--- config.mk ---
export PLATFORM = sky130hd
export DESIGN_NAME = tbs_ram
export DESIGN_NICKNAME = d
export VERILOG_FILES = /design/src/trie_bucket_scatter_unit_assert.svh /design/src/tbs_ram.sv
export SDC_FILE = /design/constraint.sdc
export NUM_CORES = 2
export LEC_CHECK = 0
export BUFFER_PORTS_ARGS = -buffer_cell sky130_fd_sc_hd__buf_4
export CORE_ASPECT_RATIO = 0.9
export CORE_MARGIN = 8
export CORE_UTILIZATION = 33
export CTS_CLUSTER_DIAMETER = 200
export DETAILED_ROUTE_END_ITERATION = 8
export GPL_TIMING_DRIVEN = 1
export PLACE_DENSITY = 0.55
export SYNTH_ARGS = -nofsm -noshare
export SYNTH_HDL_FRONTEND = slang
export SYNTH_SLANG_ARGS = --single-unit
--- constraint.sdc ---
create_clock -name clk -period 3 [get_ports clk]
set_input_delay 0.45 -clock clk [delete_from_list [all_inputs] [get_ports clk]]
set_output_delay 0.45 -clock clk [all_outputs]
set_load 0.005 [all_outputs]
--- src/trie_bucket_scatter_unit_assert.svh ---
// assertion macros for the trie bucket scatter unit
`ifndef TRIE_BUCKET_SCATTER_UNIT_ASSERT_SVH
`define TRIE_BUCKET_SCATTER_UNIT_ASSERT_SVH

// same-cycle implication, disabled while in reset
`define TBS_ASSERT_NOW(label, lhs, rhs, msg) \
	label: assert property (@(posedge clk) disable iff (!arst_n) (lhs) |-> (rhs)) \
		else $error(msg);

// next-cycle implication, disabled while in reset
`define TBS_ASSERT_NEXT(label, lhs, rhs, msg) \
	label: assert property (@(posedge clk) disable iff (!arst_n) (lhs) |=> (rhs)) \
		else $error(msg);

`endif

--- src/tbs_ram.sv ---
// generic simple dual-port ram with registered read
module tbs_ram #(
	parameter int WIDTH = 8,
	parameter int DEPTH = 256
) (
	input  logic                     clk,
	input  logic                     we,
	input  logic [$clog2(DEPTH)-1:0] waddr,
	input  logic [WIDTH-1:0]         wdata,
	input  logic [$clog2(DEPTH)-1:0] raddr,
	output logic [WIDTH-1:0]         rdata
);

	logic [WIDTH-1:0] mem_q [DEPTH];

	always_ff @(posedge clk) begin
		if (we) begin
			mem_q[waddr] <= wdata;
		end
		rdata <= mem_q[raddr];
	end

endmodule

# After elaboration in Yosys (flattened, before gate mapping)
# Memory sizes are Yosys's and may differ from the RTL's. A register that Yosys moved wholly into a read port is not among the register bits.
# Index checks and enable logic that the tools add are counted.
[word_totals]
register_bits = 0
ram_bits = 2048
inputBits = 26
output_inout_bits = 8
word_cells = 3
n_memories = 1
[memory_table]
columns = ["memory", "depth", "word_bits", "rd", "rd_clocked_by_memory_dff", "wr", "line", "text"]
rows = [
  ["mem_q", 256, 8, 1, 1, 1, "tbs_ram.sv:14", "logic [WIDTH-1:0] mem_q [DEPTH];"],
]
[classes]
mux = 2
[op_table]
columns = ["operator", "count"]
rows = [
  ["$mux W1", 2],
]

# Longest topological paths before layout
[depth]
ltp_word = 2
mapped_depth = 11
mapped_depth_nobuf = 6

# Worst setup path after synthesis
# Ideal clock, no wire load.
[synth_timing]
path_type = "input to register"
startpoint = "input raddr[0]"
endpoint = "register rdata[2] (read register of mem_q)"
setup_ns = 0.131
t_arrival_ns = 2.257
required_time_ns = 2.869
setup_slack_ns = 0.612
cell_stages = 9
path_buffers = 4
cell_sequence = "buf_6 -> buf_12 -> buf_8 -> buf_2 -> mux4_2 -> a22oi_1 -> a21oi_1 -> nor4_1 -> nor4_2"
[synth_rtl]
columns = ["item", "line", "text"]
rows = [
  ["start: declaration", "tbs_ram.sv:10", "input logic [$clog2(DEPTH)-1:0] raddr,"],
  ["end: declaration", "tbs_ram.sv:11", "output logic [WIDTH-1:0] rdata"],
]

==> impl_results.md <==
* Status: complete, no violations
* CTS Buf Count at 197
* First DRT Iteration DRCs at 4395
* Hold WC Path Type: input pin to flop
* CP arrival at 3.29 ns
* CP Capture Type: flop
* Reg clk slew, reported paths at roughly 0.06 ns
* H-tree levels at 4
* Worst path slowest cell: nor4_1
* Global-route met3 utilization at 2.94%
* Dominant cells by area after synthesis: edfxtp_1 77%, mux4_2 13%, mux2i_1 1.7%
* WP data required at 3.73 ns
* Vias at 40100
* RSZ-0062 raised after global routing: no
* Hpwl dp at roughly 140 mm
* Die X at 534 µm
* First-pass GRT wire length at approximately 300 mm
* Clk_skew at 0.0441 ns
* Busiest grt layer: met2
* First-pass DRT Iterations at 5
* Root buf cell: clkbuf_16
* Yosys warns at 0
* Avg WL per Cell at 27.6 µm
* Lkg Pwr at 0.0296 µW
* Die Ht at 482 µm
* Top-area cell type share of the netlist area at between 70% and 80%
* Drt drc at 0
* Commonest non-fill, non-tap cell in the layout: edfxtp_1
* Antenna Violating Nets Remaining at 0
* Mapped Avg Cell Area at 21.3 µm²
* Ports at 34
* Post-Syn Instances at 3733
* Worst-Skew Late Latency at about 0.84 ns
* Worst slew margin at about two fifths
* Max clock buf depth at 3
* Die footprint at around 260000 µm²
* Critical path launch point type: input pin
* Core ar. at 240000 µm²
* Layout cell share with drive strength beyond 1 at 30.2%
* Grt met1 use at approximately a quarter
* Fin worst setup slack at 0.437 ns
* Rows at about 170
* Maxcap violations at 0
* Clock Sinks at just over 2000
* CTS tree: done
* Number of global-route vias before repair at 40400
* Final Setup Violations at 0
* Asr flop ratio synth at 0%
* Finished Layout Cells at 7675
* Pin count of the biggest net entering global routing at 99
* Synth unique cells at between 50 and 60
* Final Hold Fails at 0
* Sequential cell area fraction in the yosys report at 77.5%
* PwrDens at 628 nW/µm²
* Most frequent cells in the layout: 2048 x edfxtp_1, 543 x buf_4, 454 x mux4_2
* Top FF cell, synth: edfxtp_1
* Port bufs at 33
* Register bit total from synthesis at 2056
* Critical path's largest stage delay at 0.72 ns
* Max Clock Freq at 390 MHz
* Place WS at -0.399 ns
* Placed insts at 7312
* Synth-to-layout area growth at 17.8%
* Tcrit/Tclk final at 85.4%
* Min Tclk post-route at 2.56 ns
* Final hold slack at between 0.06 and 0.07 ns
* Overflow after GRT at 0
* Post-synthesis cell area at 79600 µm²
* Max-slew violation count at 0
* Initial antenna violation count at 16
* GR Util met2 at between 20% and 30%
* Worst Tran Pin Value at between 0.9 and 1 ns
* Overall Global Routing Usage at around 16%
* DRT Wirelength at 212 mm
* Peak supply drop at ~630 µV
* Post-CTS Setup Bufs at 0
* Crit path max fanout at 17
* Initial Utilization at 33.1%
* Worst path cell trace: buf_8, buf_12, buf_12, buf_4, mux4_2, a22oi_1, a21oi_1, nor4_1, buf_4, nor4_2
* Placer Congestion at approximately 0.81
* Net count after synthesis at 3759
* Number of vias per cell at around 5.2
* Synth area leader: edfxtp_1
* Post-synth EDFFs at between 2000 and 2500
* Worst Path Class, Setup: input pin to flop
* Layout Nets at 4338
-- critical path: cells and delay by family --
kind                   cells  cell delay [ns]
AND/OR/NAND/NOR            2             0.75
buffers and inverters      5             1.13
multiplexers               1             0.56
AO/OA/AOI/OAI              2             0.31
-- synth_stat cells, types with 6 or more instances --
master    count
nor4_1       24
edfxtp_1   2048
buf_2        31
nor2_1      282
a22o_1        8
a221oi_1     13
buf_4        27
mux2i_1     134
clkbuf_1    111
o211ai_1     10
o221ai_1     46
a211oi_1     16
nand3_1      34
nor3_1       22
dfxtp_1       8
mux4_2      454
nand2b_1      8
o22ai_1      28
a22oi_1     133
a21oi_1      96
buf_8        13
nor2b_1      31
and2_1        6
o21ai_0      10
buf_12        8
buf_1        22
buf_6        21
nand2_1      33
nand4_1      10
-- through the flow --
step	power, µW	setup TNS (ns)	instance area (µm²)	util, %
6_report	58900	0	93700	39.0
5_1_grt	60600	0	93700	39.0
4_1_cts	59400	0	93700	39.0
3_5_place_dp	35600	-2.06	87600	36.4
3_3_place_gp	35600	-2.12	87600	36.4
2_1_floorplan	33800	0	79600	-
-- report_power, final --
part           leakage (µW)  internal [µW]  switching (µW)
Clock               0.00298          13000           10900
Combinational       0.00818           1270            1980
Sequential           0.0185          31700            67.2
Total                0.0296          46000           12900
-- metal layers --
| metal | wire length (µm) | vias up |
|---|---|---|
| met2 | 97600 | 1443 |
| li1 | - | 16900 |
| met3 | 14700 | 291 |
| met4 | 5000 | 2 |
| met5 | 18 | - |
| met1 | 94400 | 21500 |
-- registers in the layout, summed over array words and instances (netlist names) --
signal,flops
mem_q,2048
rdata,8
-- cell type report --
cell class / count / area (µm²)
flip-flops and latches: 2056 / 61700
inverters: 2 / 7.51
repair buffers: 613 / 5420
diodes: 7 / 17.5
fillers: 21600 / 147000
multi-input cells: 1442 / 16500
clock inverters: 116 / 1040
clock buffers: 239 / 5110
well taps: 3200 / 4000
-- final timing paths --
kind	start	end	slack, ns	cells after the start
worst max register to register	mem_q[194][0]$_DFFE_PP_	rdata[0]$_DFF_P_	0.44	7
worst min-delay path	wdata[1]	mem_q[64][1]$_DFFE_PP_	0.06	1
worst max-delay path	raddr[0]	rdata[2]$_DFF_P_	0.44	10
worst min register to register	mem_q[13][6]$_DFFE_PP_	rdata[6]$_DFF_P_	1.11	7
-- cell families after synthesis --
logic type,share of synthesized area (%)
AND/OR/NAND/NOR,2.63
multiplexers,14.6
buffers and inverters,1.83
flip-flops,77.5
AO/OA/AOI/OAI,3.42
-- repair_timing --
| action | 4_1_cts | 5_1_grt |
|---|---|---|
| resized for setup | 0 | 0 |
| hold buffers | 0 | 1 |
| hold endpoints to repair | 0 | 3 |
No activity file was read; power rests on OpenSTA's default activity.
